--- src/design/scanline_pixel_bit_packer_unit_defines.svh ---
// ----------------------------------------------------------------------------
// scanline pixel bit packer assertion macros
// concurrent check wrappers, empty when SYNTH is defined
// ----------------------------------------------------------------------------
`ifndef SCANLINE_PIXEL_BIT_PACKER_UNIT_DEFINES_SVH
`define SCANLINE_PIXEL_BIT_PACKER_UNIT_DEFINES_SVH

`ifndef SYNTH

// check outside reset
`define SPBP_ASSERT(lbl, clk, rst_n, prop) \
    lbl: assert property (@(posedge clk) disable iff (!rst_n) prop) \
        else $error("spbp assertion failed");

// check at every edge, reset included
`define SPBP_ASSERT_ALWAYS(lbl, clk, prop) \
    lbl: assert property (@(posedge clk) prop) \
        else $error("spbp assertion failed");

`else

`define SPBP_ASSERT(lbl, clk, rst_n, prop)
`define SPBP_ASSERT_ALWAYS(lbl, clk, prop)

`endif

`endif

--- src/design/spbp_pkg.sv ---
// ----------------------------------------------------------------------------
// spbp_pkg
// shared types and constants of the scanline pixel bit packer
// ----------------------------------------------------------------------------
package spbp_pkg;

    localparam int PixelW    = 8;
    localparam int ColW      = 14;
    localparam int WidthW    = 15;
    localparam int CfgIdxW   = 2;
    localparam int CfgDataW  = 15;
    localparam int FillW     = 3;
    localparam int MaxWidth  = 16384;

    typedef enum logic [CfgIdxW-1:0] {
        REG_DEPTH_CODE  = 2'd0,
        REG_GRAY_MODE   = 2'd1,
        REG_IMAGE_WIDTH = 2'd2,
        REG_NONE        = 2'd3
    } t_reg_idx;

    typedef enum logic [1:0] {
        DEPTH_1 = 2'd0,
        DEPTH_2 = 2'd1,
        DEPTH_4 = 2'd2,
        DEPTH_8 = 2'd3
    } t_depth;

    typedef struct packed {
        t_depth              depth;
        logic                gray;
        logic [WidthW-1:0]   eff_width;
        logic                clear;
    } t_cfg;

endpackage

--- src/design/spbp_ifs.sv ---
// ----------------------------------------------------------------------------
// spbp channel interfaces
// valid/ready channels for pixels, packed results and register writes
// ----------------------------------------------------------------------------
interface spbp_pix_if;
    logic                          valid;
    logic                          ready;
    logic [spbp_pkg::PixelW-1:0]   pixel_value;

    modport source (output valid, output pixel_value, input ready);
    modport sink   (input valid, input pixel_value, output ready);
endinterface

interface spbp_out_if;
    logic                          valid;
    logic                          ready;
    logic [spbp_pkg::PixelW-1:0]   packed_byte;
    logic                          row_end;

    modport source (output valid, output packed_byte, output row_end, input ready);
    modport sink   (input valid, input packed_byte, input row_end, output ready);
endinterface

interface spbp_cfg_if;
    logic                           valid;
    logic                           ready;
    logic [spbp_pkg::CfgIdxW-1:0]   index;
    logic [spbp_pkg::CfgDataW-1:0]  data;

    modport source (output valid, output index, output data, input ready);
    modport sink   (input valid, input index, input data, output ready);
endinterface

--- src/design/spbp_cfg.sv ---
// ----------------------------------------------------------------------------
// spbp_cfg
// register file: depth, gray mode and clamped scanline width
// ----------------------------------------------------------------------------
module spbp_cfg (
    input  logic                i_clk,
    input  logic                i_rst_n,
    spbp_cfg_if.sink            i_cfg,
    output spbp_pkg::t_cfg      o_cfg
);

    spbp_pkg::t_depth                 r_depth;
    logic                             r_gray;
    logic [spbp_pkg::WidthW-1:0]      r_width;
    logic [spbp_pkg::WidthW-1:0]      n_width;
    logic                             wr;
    logic                             clear_req;
    spbp_pkg::t_reg_idx               idx;

    assign i_cfg.ready = 1'b1;
    assign wr          = i_cfg.valid;
    assign idx         = spbp_pkg::t_reg_idx'(i_cfg.index);

    // any write to a known register restarts the row at the same edge
    assign clear_req   = wr && (idx != spbp_pkg::REG_NONE);

    // zero reads as one, above maximum saturates
    always_comb begin
        priority if (i_cfg.data[spbp_pkg::WidthW-1:0] == '0) begin
            n_width = spbp_pkg::WidthW'(1);
        end else if (i_cfg.data[spbp_pkg::WidthW-1:0]
                     > spbp_pkg::WidthW'(spbp_pkg::MaxWidth)) begin
            n_width = spbp_pkg::WidthW'(spbp_pkg::MaxWidth);
        end else begin
            n_width = i_cfg.data[spbp_pkg::WidthW-1:0];
        end
    end

    always_ff @(posedge i_clk) begin
        if (!i_rst_n) begin
            r_depth <= spbp_pkg::DEPTH_8;
            r_gray  <= 1'b0;
            r_width <= spbp_pkg::WidthW'(1);
        end else begin
            if (wr) begin
                unique case (idx)
                    spbp_pkg::REG_DEPTH_CODE: begin
                        r_depth <= spbp_pkg::t_depth'(i_cfg.data[1:0]);
                    end
                    spbp_pkg::REG_GRAY_MODE: begin
                        r_gray  <= i_cfg.data[0];
                    end
                    spbp_pkg::REG_IMAGE_WIDTH: begin
                        r_width <= n_width;
                    end
                    default: begin
                    end
                endcase
            end
        end
    end

    assign o_cfg.depth     = r_depth;
    assign o_cfg.gray      = r_gray;
    assign o_cfg.eff_width = r_width;
    assign o_cfg.clear     = clear_req;

endmodule

--- src/design/spbp_pack.sv ---
// ----------------------------------------------------------------------------
// spbp_pack
// row state and packing datapath: sample select, shift into byte, row end
// ----------------------------------------------------------------------------
`include "scanline_pixel_bit_packer_unit_defines.svh"

module spbp_pack (
    input  logic                         i_clk,
    input  logic                         i_rst_n,
    input  spbp_pkg::t_cfg               i_cfg,
    input  logic                         i_step,
    input  logic [spbp_pkg::PixelW-1:0]  i_pixel,
    output logic                         o_emit,
    output logic [spbp_pkg::PixelW-1:0]  o_byte,
    output logic                         o_row_end
);

    logic [spbp_pkg::PixelW-1:0]  r_acc;
    logic [spbp_pkg::FillW-1:0]   r_fill;
    logic [spbp_pkg::ColW-1:0]    r_col;

    logic [spbp_pkg::PixelW-1:0]  n_acc;
    logic [spbp_pkg::FillW-1:0]   n_fill;
    logic [spbp_pkg::ColW-1:0]    n_col;

    logic [3:0]                   bits;
    logic [3:0]                   per_byte;
    logic [spbp_pkg::FillW-1:0]   slot;
    logic [3:0]                   used;
    logic [3:0]                   shift;
    logic [spbp_pkg::PixelW-1:0]  mask;
    logic [spbp_pkg::PixelW-1:0]  sample;
    logic [spbp_pkg::PixelW-1:0]  acc_new;
    logic [spbp_pkg::FillW:0]     fill_new;
    logic [spbp_pkg::WidthW-1:0]  col_inc;
    logic                         last;
    logic                         full;

    assign col_inc = {1'b0, r_col} + spbp_pkg::WidthW'(1);
    assign last    = col_inc >= i_cfg.eff_width;

    always_comb begin
        bits     = 4'd1 << i_cfg.depth;
        per_byte = 4'd8 >> i_cfg.depth;
        mask     = 8'((9'd1 << bits) - 9'd1);
        if (i_cfg.gray) begin
            sample = i_pixel >> (4'd8 - bits);
        end else begin
            sample = i_pixel & mask;
        end
        if ({1'b0, r_fill} >= per_byte) begin
            slot = spbp_pkg::FillW'(per_byte - 4'd1);
        end else begin
            slot = r_fill;
        end
        fill_new = {1'b0, slot} + 4'd1;
        used     = fill_new << i_cfg.depth;
        shift    = 4'd8 - used;
        acc_new  = r_acc | 8'(sample << shift);
        full     = fill_new == per_byte;
    end

    always_comb begin
        o_row_end = last;
        if (i_cfg.depth == spbp_pkg::DEPTH_8) begin
            o_emit = 1'b1;
            o_byte = i_pixel;
            n_acc  = '0;
            n_fill = '0;
        end else begin
            o_emit = full || last;
            o_byte = acc_new;
            n_acc  = (full || last) ? '0 : acc_new;
            n_fill = (full || last) ? '0 : fill_new[spbp_pkg::FillW-1:0];
        end
        n_col = last ? '0 : col_inc[spbp_pkg::ColW-1:0];
    end

    always_ff @(posedge i_clk) begin
        if (!i_rst_n) begin
            r_acc  <= '0;
            r_fill <= '0;
            r_col  <= '0;
        end else if (i_cfg.clear) begin
            r_acc  <= '0;
            r_fill <= '0;
            r_col  <= '0;
        end else if (i_step) begin
            r_acc  <= n_acc;
            r_fill <= n_fill;
            r_col  <= n_col;
        end
    end

    `SPBP_ASSERT(a_fill_below_per_byte, i_clk, i_rst_n, {1'b0, r_fill} < per_byte)
    `SPBP_ASSERT(a_col_below_width, i_clk, i_rst_n, {1'b0, r_col} < i_cfg.eff_width)
    `SPBP_ASSERT(a_row_end_restarts, i_clk, i_rst_n, (i_step && last) |=> (r_col == '0 && r_fill == '0 && r_acc == '0))
    `SPBP_ASSERT_ALWAYS(a_reset_clears, i_clk, !i_rst_n |=> (r_col == '0 && r_fill == '0))

endmodule

--- src/design/scanline_pixel_bit_packer_unit.sv ---
// ----------------------------------------------------------------------------
// scanline_pixel_bit_packer_unit
// packs 8-bit pixels into 1, 2 or 4 bit scanline bytes, or passes them through
// ----------------------------------------------------------------------------
// channel   dir  payload                    role
// i_pix     in   pixel_value[7:0]           one pixel per request
// o_res     out  packed_byte[7:0], row_end  packed byte, last of row flagged
// i_cfg     in   index[1:0], data[14:0]     register write, always ready
//
// one pixel per cycle sustained while the result is not stalled; a pixel passes
// the input register, then packing logic into the result register
// a pixel that completes no byte retires without a result
// a stalled result holds the result register; the input register refills
// as soon as its pixel moves on
// synchronous active-low reset; a write to a known register restarts the row
// ----------------------------------------------------------------------------
module scanline_pixel_bit_packer_unit (
    input  logic          i_clk,
    input  logic          i_rst_n,
    spbp_pix_if.sink      i_pix,
    spbp_out_if.source    o_res,
    spbp_cfg_if.sink      i_cfg
);

    spbp_pkg::t_cfg                 cfg;

    logic                           r_in_valid;
    logic [spbp_pkg::PixelW-1:0]    r_in_pixel;
    logic                           r_out_valid;
    logic [spbp_pkg::PixelW-1:0]    r_out_byte;
    logic                           r_out_row_end;

    logic                           step;
    logic                           emit;
    logic [spbp_pkg::PixelW-1:0]    pk_byte;
    logic                           pk_row_end;

    assign step        = r_in_valid && (!r_out_valid || o_res.ready);
    assign i_pix.ready = !r_in_valid || step;

    spbp_cfg u_cfg (
        .i_clk   (i_clk),
        .i_rst_n (i_rst_n),
        .i_cfg   (i_cfg),
        .o_cfg   (cfg)
    );

    spbp_pack u_pack (
        .i_clk     (i_clk),
        .i_rst_n   (i_rst_n),
        .i_cfg     (cfg),
        .i_step    (step),
        .i_pixel   (r_in_pixel),
        .o_emit    (emit),
        .o_byte    (pk_byte),
        .o_row_end (pk_row_end)
    );

    // input register
    always_ff @(posedge i_clk) begin
        if (!i_rst_n) begin
            r_in_valid <= 1'b0;
        end else if (i_pix.ready) begin
            r_in_valid <= i_pix.valid;
        end
    end

    always_ff @(posedge i_clk) begin
        if (i_pix.valid && i_pix.ready) begin
            r_in_pixel <= i_pix.pixel_value;
        end
    end

    // result register
    always_ff @(posedge i_clk) begin
        if (!i_rst_n) begin
            r_out_valid <= 1'b0;
        end else if (step) begin
            r_out_valid <= emit;
        end else if (o_res.ready) begin
            r_out_valid <= 1'b0;
        end
    end

    always_ff @(posedge i_clk) begin
        if (step && emit) begin
            r_out_byte    <= pk_byte;
            r_out_row_end <= pk_row_end;
        end
    end

    assign o_res.valid       = r_out_valid;
    assign o_res.packed_byte = r_out_byte;
    assign o_res.row_end     = r_out_row_end;

endmodule
--- src/flat_wrapper.sv ---
// flat-port wrapper written by rule: the top's interface ports become plain ports
module scanline_pixel_bit_packer_unit_flat 
  (i_clk, i_rst_n, i_pix_valid, i_pix_pixel_value, i_pix_ready, o_res_valid, o_res_packed_byte, o_res_row_end, o_res_ready, i_cfg_valid, i_cfg_index, i_cfg_data, i_cfg_ready);
  spbp_pix_if i_pix_i ();
  spbp_out_if o_res_i ();
  spbp_cfg_if i_cfg_i ();
  input  logic i_clk;
  input  logic i_rst_n;
  input wire logic [$bits(i_pix_i.valid)-1:0] i_pix_valid;
  input wire logic [$bits(i_pix_i.pixel_value)-1:0] i_pix_pixel_value;
  output wire logic [$bits(i_pix_i.ready)-1:0] i_pix_ready;
  output wire logic [$bits(o_res_i.valid)-1:0] o_res_valid;
  output wire logic [$bits(o_res_i.packed_byte)-1:0] o_res_packed_byte;
  output wire logic [$bits(o_res_i.row_end)-1:0] o_res_row_end;
  input wire logic [$bits(o_res_i.ready)-1:0] o_res_ready;
  input wire logic [$bits(i_cfg_i.valid)-1:0] i_cfg_valid;
  input wire logic [$bits(i_cfg_i.index)-1:0] i_cfg_index;
  input wire logic [$bits(i_cfg_i.data)-1:0] i_cfg_data;
  output wire logic [$bits(i_cfg_i.ready)-1:0] i_cfg_ready;
  assign i_pix_i.valid = i_pix_valid;
  assign i_pix_i.pixel_value = i_pix_pixel_value;
  assign i_pix_ready = i_pix_i.ready;
  assign o_res_valid = o_res_i.valid;
  assign o_res_packed_byte = o_res_i.packed_byte;
  assign o_res_row_end = o_res_i.row_end;
  assign o_res_i.ready = o_res_ready;
  assign i_cfg_i.valid = i_cfg_valid;
  assign i_cfg_i.index = i_cfg_index;
  assign i_cfg_i.data = i_cfg_data;
  assign i_cfg_ready = i_cfg_i.ready;
  scanline_pixel_bit_packer_unit u_core (.i_clk(i_clk), .i_rst_n(i_rst_n), .i_pix(i_pix_i), .o_res(o_res_i), .i_cfg(i_cfg_i));
endmodule
--- config.mk ---
export PLATFORM = sky130hd
export DESIGN_NAME = scanline_pixel_bit_packer_unit_flat
export DESIGN_NICKNAME = d
export VERILOG_FILES = /design/src/design/spbp_pkg.sv /design/src/design/spbp_ifs.sv /design/src/design/spbp_cfg.sv /design/src/design/spbp_pack.sv /design/src/design/scanline_pixel_bit_packer_unit.sv /design/src/flat_wrapper.sv
export VERILOG_INCLUDE_DIRS = /design/src /design/src/design
export SDC_FILE = /design/constraint.sdc
export NUM_CORES = 1
export LEC_CHECK = 0
export ABC_AREA = 1
export BUFFER_PORTS_ARGS = -buffer_cell sky130_fd_sc_hd__buf_2
export CAP_MARGIN = 20
export CORE_MARGIN = 2
export CORE_UTILIZATION = 35
export CTS_BUF_LIST = sky130_fd_sc_hd__clkbuf_4
export CTS_CLUSTER_SIZE = 10
export DETAILED_ROUTE_END_ITERATION = 8
export PLACE_DENSITY = 0.52
export SLEW_MARGIN = 10
export SYNTH_ARGS = -nofsm -noshare
export SYNTH_HDL_FRONTEND = slang
export SYNTH_SLANG_ARGS = --single-unit
--- constraint.sdc ---
create_clock -name i_clk -period 6.4 [get_ports i_clk]
set_clock_uncertainty 0.15 [all_clocks]
set_input_delay 0.64 -clock i_clk [delete_from_list [all_inputs] [get_ports i_clk]]
set_output_delay 0.64 -clock i_clk [all_outputs]
set_load 0.02 [all_outputs]
==> results of run 1 <==
==> sequential cells by signal, indices dropped and copies added (netlist names) <==
register and flops:
u_core.u_pack.r_col 14, u_core.o_res.packed_byte 8, u_core.u_cfg.r_depth 2, u_core.o_res.row_end 1, u_core.u_pack.r_acc 8, u_core.r_in_pixel 8, u_core.u_cfg.r_width 15, u_core.r_in_valid 1
u_core.o_res.valid 1, u_core.u_cfg.r_gray 1, u_core.u_pack.r_fill 3
==> final timing paths <==
path	to	slack [ns]	startpoint	cells past startpoint
max	u_core.o_res.packed_byte[6]	2.15	u_core.u_cfg.r_depth[0]	22
min	u_core.r_in_pixel[1]	0.23	i_pix_pixel_value[1]	1
max reg2reg	u_core.o_res.packed_byte[6]	2.15	u_core.u_cfg.r_depth[0]	22
min reg2reg	u_core.u_cfg.r_width[4]	0.32	u_core.u_cfg.r_width[4]	2
==> stage by stage <==
step	cell area [µm²]	hold WS (ns)	power (mW)
2_1_floorplan	4070	0.285	0.578
3_3_place_gp	4400	0.304	0.633
3_5_place_dp	4400	0.307	0.633
4_1_cts	4510	0.201	0.872
5_1_grt	4510	0.197	0.922
6_report	4510	0.229	0.860
==> metal layers <==
metal,vias up,global-route usage (%)
met4,0,8.48
met5,-,0
met3,22,3.59
met2,90,28.8
met1,1732,23.2
li1,2016,-
==> power breakdown <==
part | switching, mW | internal, mW | leakage (nW)
Combinational | 0.132 | 0.0654 | 1.47
Clock | 0.149 | 0.0861 | 0.0646
Sequential | 0.00891 | 0.418 | 0.526
==> cell families (layout without fill, tap and decap cells) <==
| group | Yosys count | in the layout |
|---|---|---|
| adders and majority gates | 24 | 24 |
| buffers and inverters | 95 | 140 |
| AOI/OAI and AO/OA | 76 | 76 |
| other | 1 | 1 |
| and+or+nand+nor | 326 | 326 |
| DFF | 62 | 62 |
| muxes | 2 | 2 |
| xor gates and xnor gates | 12 | 12 |
==> final cells by class <==
class / instances / area, µm²
clock inverters: 5 / 27.5
repair buffers: 42 / 215
multi-input cells: 441 / 2290
well taps: 143 / 179
fillers: 1223 / 6860
inverters: 82 / 308
clock buffers: 11 / 82.6
flip-flops and latches: 62 / 1410
==> cell usage after synthesis, types with 6 or more instances <==
library cell / n / area (µm²)
o21ai_0: 16 / 80.1
clkbuf_1: 8 / 30.0
dfxtp_1: 45 / 901
a21oi_1: 45 / 225
o211ai_1: 6 / 45.0
nand2_2: 6 / 37.5
nand2_1: 199 / 747
nor2_1: 39 / 146
ha_1: 24 / 300
inv_1: 75 / 282
nand4_1: 13 / 81.3
xor2_1: 9 / 78.8
nand3_1: 43 / 215
edfxtp_1: 17 / 510
==> cells in the final DEF (no fill, tap or decap), types with 2 or more instances in the layout <==
master / instances
nand3b_1: 2
a21oi_1: 45
ha_1: 24
nand3_2: 2
inv_2: 3
buf_4: 2
o21ai_0: 16
edfxtp_1: 17
o21ai_1: 2
buf_2: 40
clkinv_2: 2
nor2_1: 39
nand2_2: 6
nor3_1: 4
nor4_1: 3
nor2_2: 2
nand2_1: 199
a31oi_1: 3
inv_1: 75
o211ai_1: 6
xor2_1: 9
dfxtp_1: 45
nand4_1: 13
nand2_4: 3
xnor2_1: 3
or2_2: 3
nand3_1: 43
nor2_4: 3
clkinv_1: 5
clkbuf_4: 11
mux2i_1: 2
==> run summary, run 1 <==
Status - completed
Inserted Clock Buffers - 9
Largest net degree at the start of global routing - 26
Max IR drop VDD - 0.0000987 V
Mean post-synth cell area - 6.80 µm²
CP top delay family - simple AND/OR/NAND/NOR gates
Final Hold Fails - 0
# nets final - 692
Period utilisation layout - 66.4%
Startpoint types - flip-flop
Compound-Gate Fraction of Synth Area - 10.1%
Simple-gate share of the synthesized area - 35.7%
Core area - 11,400 µm²
H-tree lvl count - 3
Layout Cells excl Fill - 786
Post-Syn Nets - 652
Insertion delay to the later sink of the worst-skew pair - 0.44 ns
Highest Signal Layer - met4
Initial cell density of the core - 35.8%
Gr ovfl total - 0
RSZ-0062 raised after global routing - false
DRC Markers - 0
Drt via density - 4.91
Hold Crit Class - in2reg
Critical-path cell list - inv_2 -> nor2_1 -> inv_1 -> ha_1 -> nand3_1 -> nand2_1 -> inv_1 -> nand2_1 -> nand2_1 -> nand2_1 -> nand2_2 -> ha_1 -> or2_2 -> nand3_1 -> ha_1 -> clkinv_1 -> o21ai_0 -> nand2_1 -> nand3_1 -> nand2_1 -> nand2_1 -> nand2_1
Die Y-Extent - 112 µm
Post-Synthesis Cells - 598
DRT iter0 DRCs - 221
DP HPWL - 8.08 mm
Io pins - 42
Slowest CP cell - dfxtp_1
First-pass GRT wire length - 18.0 mm
GRT Total Usage - 17.9%
M1 wire length - 4.99 mm
Critical Path Fanout Max - 9
Hold buffers post-CTS - 0
Root buffer cell - clkbuf_4
Share of layout cells above drive strength 1 - 12.9%
Largest family of logic cells by synthesized area - simple AND/OR/NAND/NOR gates
Lkg Pwr - 2.06 nW
Tightest Pin Transition - 0.917 ns
Met2 wire len - 4.69 mm
Area grow syn2layout - 11.0%
Number of synthesized flops with an enable pin - 17
Slew HR - 38.7%
Area share of xor/xnor cells in the synthesized design - 2.58%
WL per Instance - 13.3 µm
Cells after DPL - 770
Post-synthesis register bit count - 62
Setup TNS - 0 ns
Die area - 12,500 µm²
Arrival time of the worst setup path - 4.29 ns
DRT Pass-1 Iters - 4
Netlist Area Pre-Place - 4070 µm²
Sequential fraction of the synthesis area - 34.7%
Initial antenna violation count - 0
Ratio of total power to cell area - 191 nW/µm²
Num rows - 39
CP Class - reg2reg
Dpl ws - 2.22 ns
FFs w/ async S/R, synth - 0%
FMAX - 0.235 GHz
Final estimated routing congestion in global placement - 0.833
Port-buffer cells - 40
Clk sink count - 62
Primary FF master, synth - dfxtp_1
CP peak stage delay - 0.49 ns
Nature of the critical path endpoint - flip-flop
CTS tree - yes
Final WS setup - 2.15 ns
Vias in the first global route - 3,757
Met3 routed WL - 476 µm
Final ANT Viol Nets - 0
Max Buffers Root-to-Sink - 2
WL final - 10.4 mm
Data required, critical path - 6.44 ns
Most frequent CP cell - nand2_1
CP bufs+invs - 4
Total number of vias - 3,860
Fin crit period - 4.25 ns
Fin util - 39.7%
Final setup viols - 0
Max-Cap Viols - 0
Multiplexer area fraction after synthesis - 0.492%
Synth warn - 0
Cts repair resizes - 0
ANT cells - 0
Post-CTS Setup Bufs - 0
Post-Synth Adder-Cell Area - 7.38%
Clock-pin slew on the worst setup and hold paths - 0.10 ns
Slew Limit Fails - 0
Distinct cells, synth - 39
Die W - 112 µm
Note: power is estimated with default switching activity, not from simulation.
==> inputs of run 2 (changes only) <==
PLACE_DENSITY = 0.54   (was 0.52)
clock period = 3.87 ns   (was 6.4 ns; I/O delays follow)
==> run summary, run 2 (synthesis gave the netlist of run 1 again) <==
Max-Cap Viols - 0 (unchanged)
Max FFs per register - 15 (unchanged)
Most frequent CP cell - nand2_1
Nature of the critical path endpoint - flip-flop
Core area - 11,400 µm² (unchanged)
# fillers - 1,192 (-2.5%)
Setup TNS - 0 ns (unchanged)
Final ANT Viol Nets - 0 (unchanged)
RSZ-0062 raised after global routing - false
Num rows - 39 (unchanged)
Grt met2 use - 28.6% (-0.16 points)
Crit. Startpoint - u_core.u_cfg.r_depth[0]
Root buffer cell - clkbuf_4
Gr ovfl total - 0 (unchanged)
WL per Instance - 12.8 µm (-3.4%)
GRT Total Usage - 17.3% (-0.68 points)
Slew HR - 64.8% (+26 points)
Share of layout cells above drive strength 1 - 16.0% (+3.1 points)
Die W - 112 µm (unchanged)
Io pins - 42 (unchanged)
Fin crit period - 3.58 ns (-0.670 ns)
Most frequent cells in the layout - nand2_1 (199), inv_1 (75), a21oi_1 (45)
Area grow syn2layout - 17.7%
Period utilisation layout - 92.4% (+26 points)
Initial antenna violation count - 0 (unchanged)
Startpoint types - flip-flop
CTS tree - yes
# nets final - 713 (+3.0%)
R2r startpoint - u_core.u_cfg.r_depth[0]
Final Hold Fails - 0 (unchanged)
Slowest CP cell - dfxtp_1
Arrival time of the worst setup path - 3.61 ns (-0.68 ns)
Clock-pin slew on the worst setup and hold paths - 0.10 ns (about the same)
Tightest Pin Transition - 0.525 ns (-0.392 ns)
Initial cell density of the core - 35.8% (unchanged)
Die Y-Extent - 112 µm (unchanged)
Sequential cell area - 1410 µm² (+0.18%)
Hold Startpoint - i_rst_n
CP bufs+invs - 3 (-1)
Drt via density - 4.90 (-0.28%)
Port-buffer cells - 40 (unchanged)
Top flop regs - u_core.u_cfg.r_width: 15 flops, u_core.u_pack.r_col: 14 flops
WL final - 10.4 mm (-0.82%)
DRT Pass-1 Iters - 5 (+1)
Total number of vias - 3,952 (+2.4%)
Status - completed
Grt met3 use - 4.35% (+0.76 points)
DP HPWL - 8.02 mm (-0.73%)
Inserted Clock Buffers - 9 (unchanged)
H-tree lvl count - 3 (unchanged)
Critical-path cell list - buf_4 -> nor2_1 -> inv_1 -> ha_1 -> nand3_1 -> nand2_1 -> inv_1 -> nand2_1 -> nand2_1 -> nand2_1 -> nand2_2 -> ha_1 -> or2_2 -> nand3_2 -> ha_4 -> or2_2 -> nand2_1 -> nand3_1 -> nand3_1 -> nand2_1 -> nand2_1 -> nand2_1
Cell area after layout - 4790 µm² (+6.0%)
Commonest non-fill, non-tap cell in the layout - nand2_1
Area post-placement - 4490 µm² (+1.9%)
DRC Markers - 0 (unchanged)
Largest net degree at the start of global routing - 21 (-19%)
Final setup viols - 0 (unchanged)
Insertion delay to the later sink of the worst-skew pair - 0.42 ns (-0.02 ns)
Max IR drop VDD - 0.000231 V (+130%)
Vias in the first global route - 3,731 (-0.69%)
CP top delay family - simple AND/OR/NAND/NOR gates
Met1 Use GR - 21.5% (-1.7 points)
Slew Limit Fails - 0 (unchanged)
Ratio of total power to cell area - 327 nW/µm² (+71%)
Die area - 12,500 µm² (unchanged)
Lkg Pwr - 2.18 nW (+5.7%)
FMAX - 0.280 GHz (+19%)
CP Class - reg2reg
Data required, critical path - 3.91 ns (-2.53 ns)
GRT busiest layer - met2
DRT iter0 DRCs - 188 (-15%)
Hold Crit Class - in2reg
Max Buffers Root-to-Sink - 2 (unchanged)
CP peak stage delay - 0.33 ns (-0.16 ns)
Final estimated routing congestion in global placement - 0.933 (+12%)
Reg with most FFs - u_core.u_cfg.r_width
Critical Path Fanout Max - 6 (-3)
ANT cells - 0 (unchanged)
First-pass GRT wire length - 17.3 mm (-4.1%)
Clk sink count - 62 (unchanged)
Area of the multi-input gates - 2330 µm² (+2.0%)
==> run 2: changes by cell type in the layout (fill, tap and decap cells not counted), sizes merged <==
cell / change
bufinv: +2
buf: +12
clkinvlp: +1
dlygate4sd3: +8
clkinv: -1
inv: -1
==> run 2: final timing paths <==
path                                 end  slack [ns]  cells after the start
max          u_core.o_res.packed_byte[5]        0.29                     22
min              u_core.u_cfg.r_depth[0]        0.07                      2
max reg2reg  u_core.o_res.packed_byte[5]        0.29                     22
min reg2reg      u_core.u_cfg.r_width[8]        0.32                      2
==> run 2: final cells by class <==
class / count / area share (%)
clock inverter: 5 / 1.54
inverter: 82 / 6.51
clock buffer: 11 / 1.73
timing repair buffer: 62 / 8.05
timing repair inverter: 1 / 0.105
tap: 143 / 3.74
multi-input combinational: 441 / 48.8
sequential: 62 / 29.5
==> run 2: where the power goes <==
| part | switching, mW | internal [mW] | total (mW) |
|---|---|---|---|
| registers | 0.0135 | 0.691 | 0.705 |
| logic | 0.225 | 0.126 | 0.351 |
| clock network | 0.235 | 0.273 | 0.507 |
==> run 2: per-layer routing <==
metal  share of wire (%)  vias up  wire length, µm
met4                 2.7        0              280
met5                   0        -                0
li1                    -     2065                -
met2                  47      102             4860
met3                 4.4       18              458
met1                  46     1767             4750
==> run 2: timing repair <==
item                       CTS  global route
resized for setup            0            13
hold endpoints to repair     8             0
setup buffers                0             1
setup endpoints to repair    0            40
hold buffers                 8             0
==> run 2: stage by stage <==
| step | setup slack [ns] | std cells | total power [mW] | utilization [%] | hold WS, ns |
|---|---|---|---|---|---|
| finish | 0.293 | 807 | 1.56 | 42.1 | 0.0660 |
| global route | 0.000478 | 807 | 1.66 | 42.1 | 0.0284 |
| CTS | 0.110 | 805 | 1.58 | 41.5 | 0.0226 |
| detailed placement | 0.126 | 781 | 1.05 | 39.5 | 0.307 |
| global placement | 0.232 | 781 | 1.05 | 39.5 | 0.304 |
| floorplan | 0.210 | 598 | 0.956 | - | 0.285 |
==> run 2: worst register-to-register path, cell delays in order (launching register included) <==
cell and delay, ns:
dfxtp_1 0.33, buf_4 0.15, nor2_1 0.14, inv_1 0.08
ha_1 0.31, nand3_1 0.10, nand2_1 0.07, inv_1 0.04
nand2_1 0.09, nand2_1 0.11, nand2_1 0.09, nand2_2 0.07
ha_1 0.30, or2_2 0.30, nand3_2 0.11, ha_4 0.23
or2_2 0.29, nand2_1 0.07, nand3_1 0.07, nand3_1 0.09
nand2_1 0.06, nand2_1 0.06, nand2_1 0.04
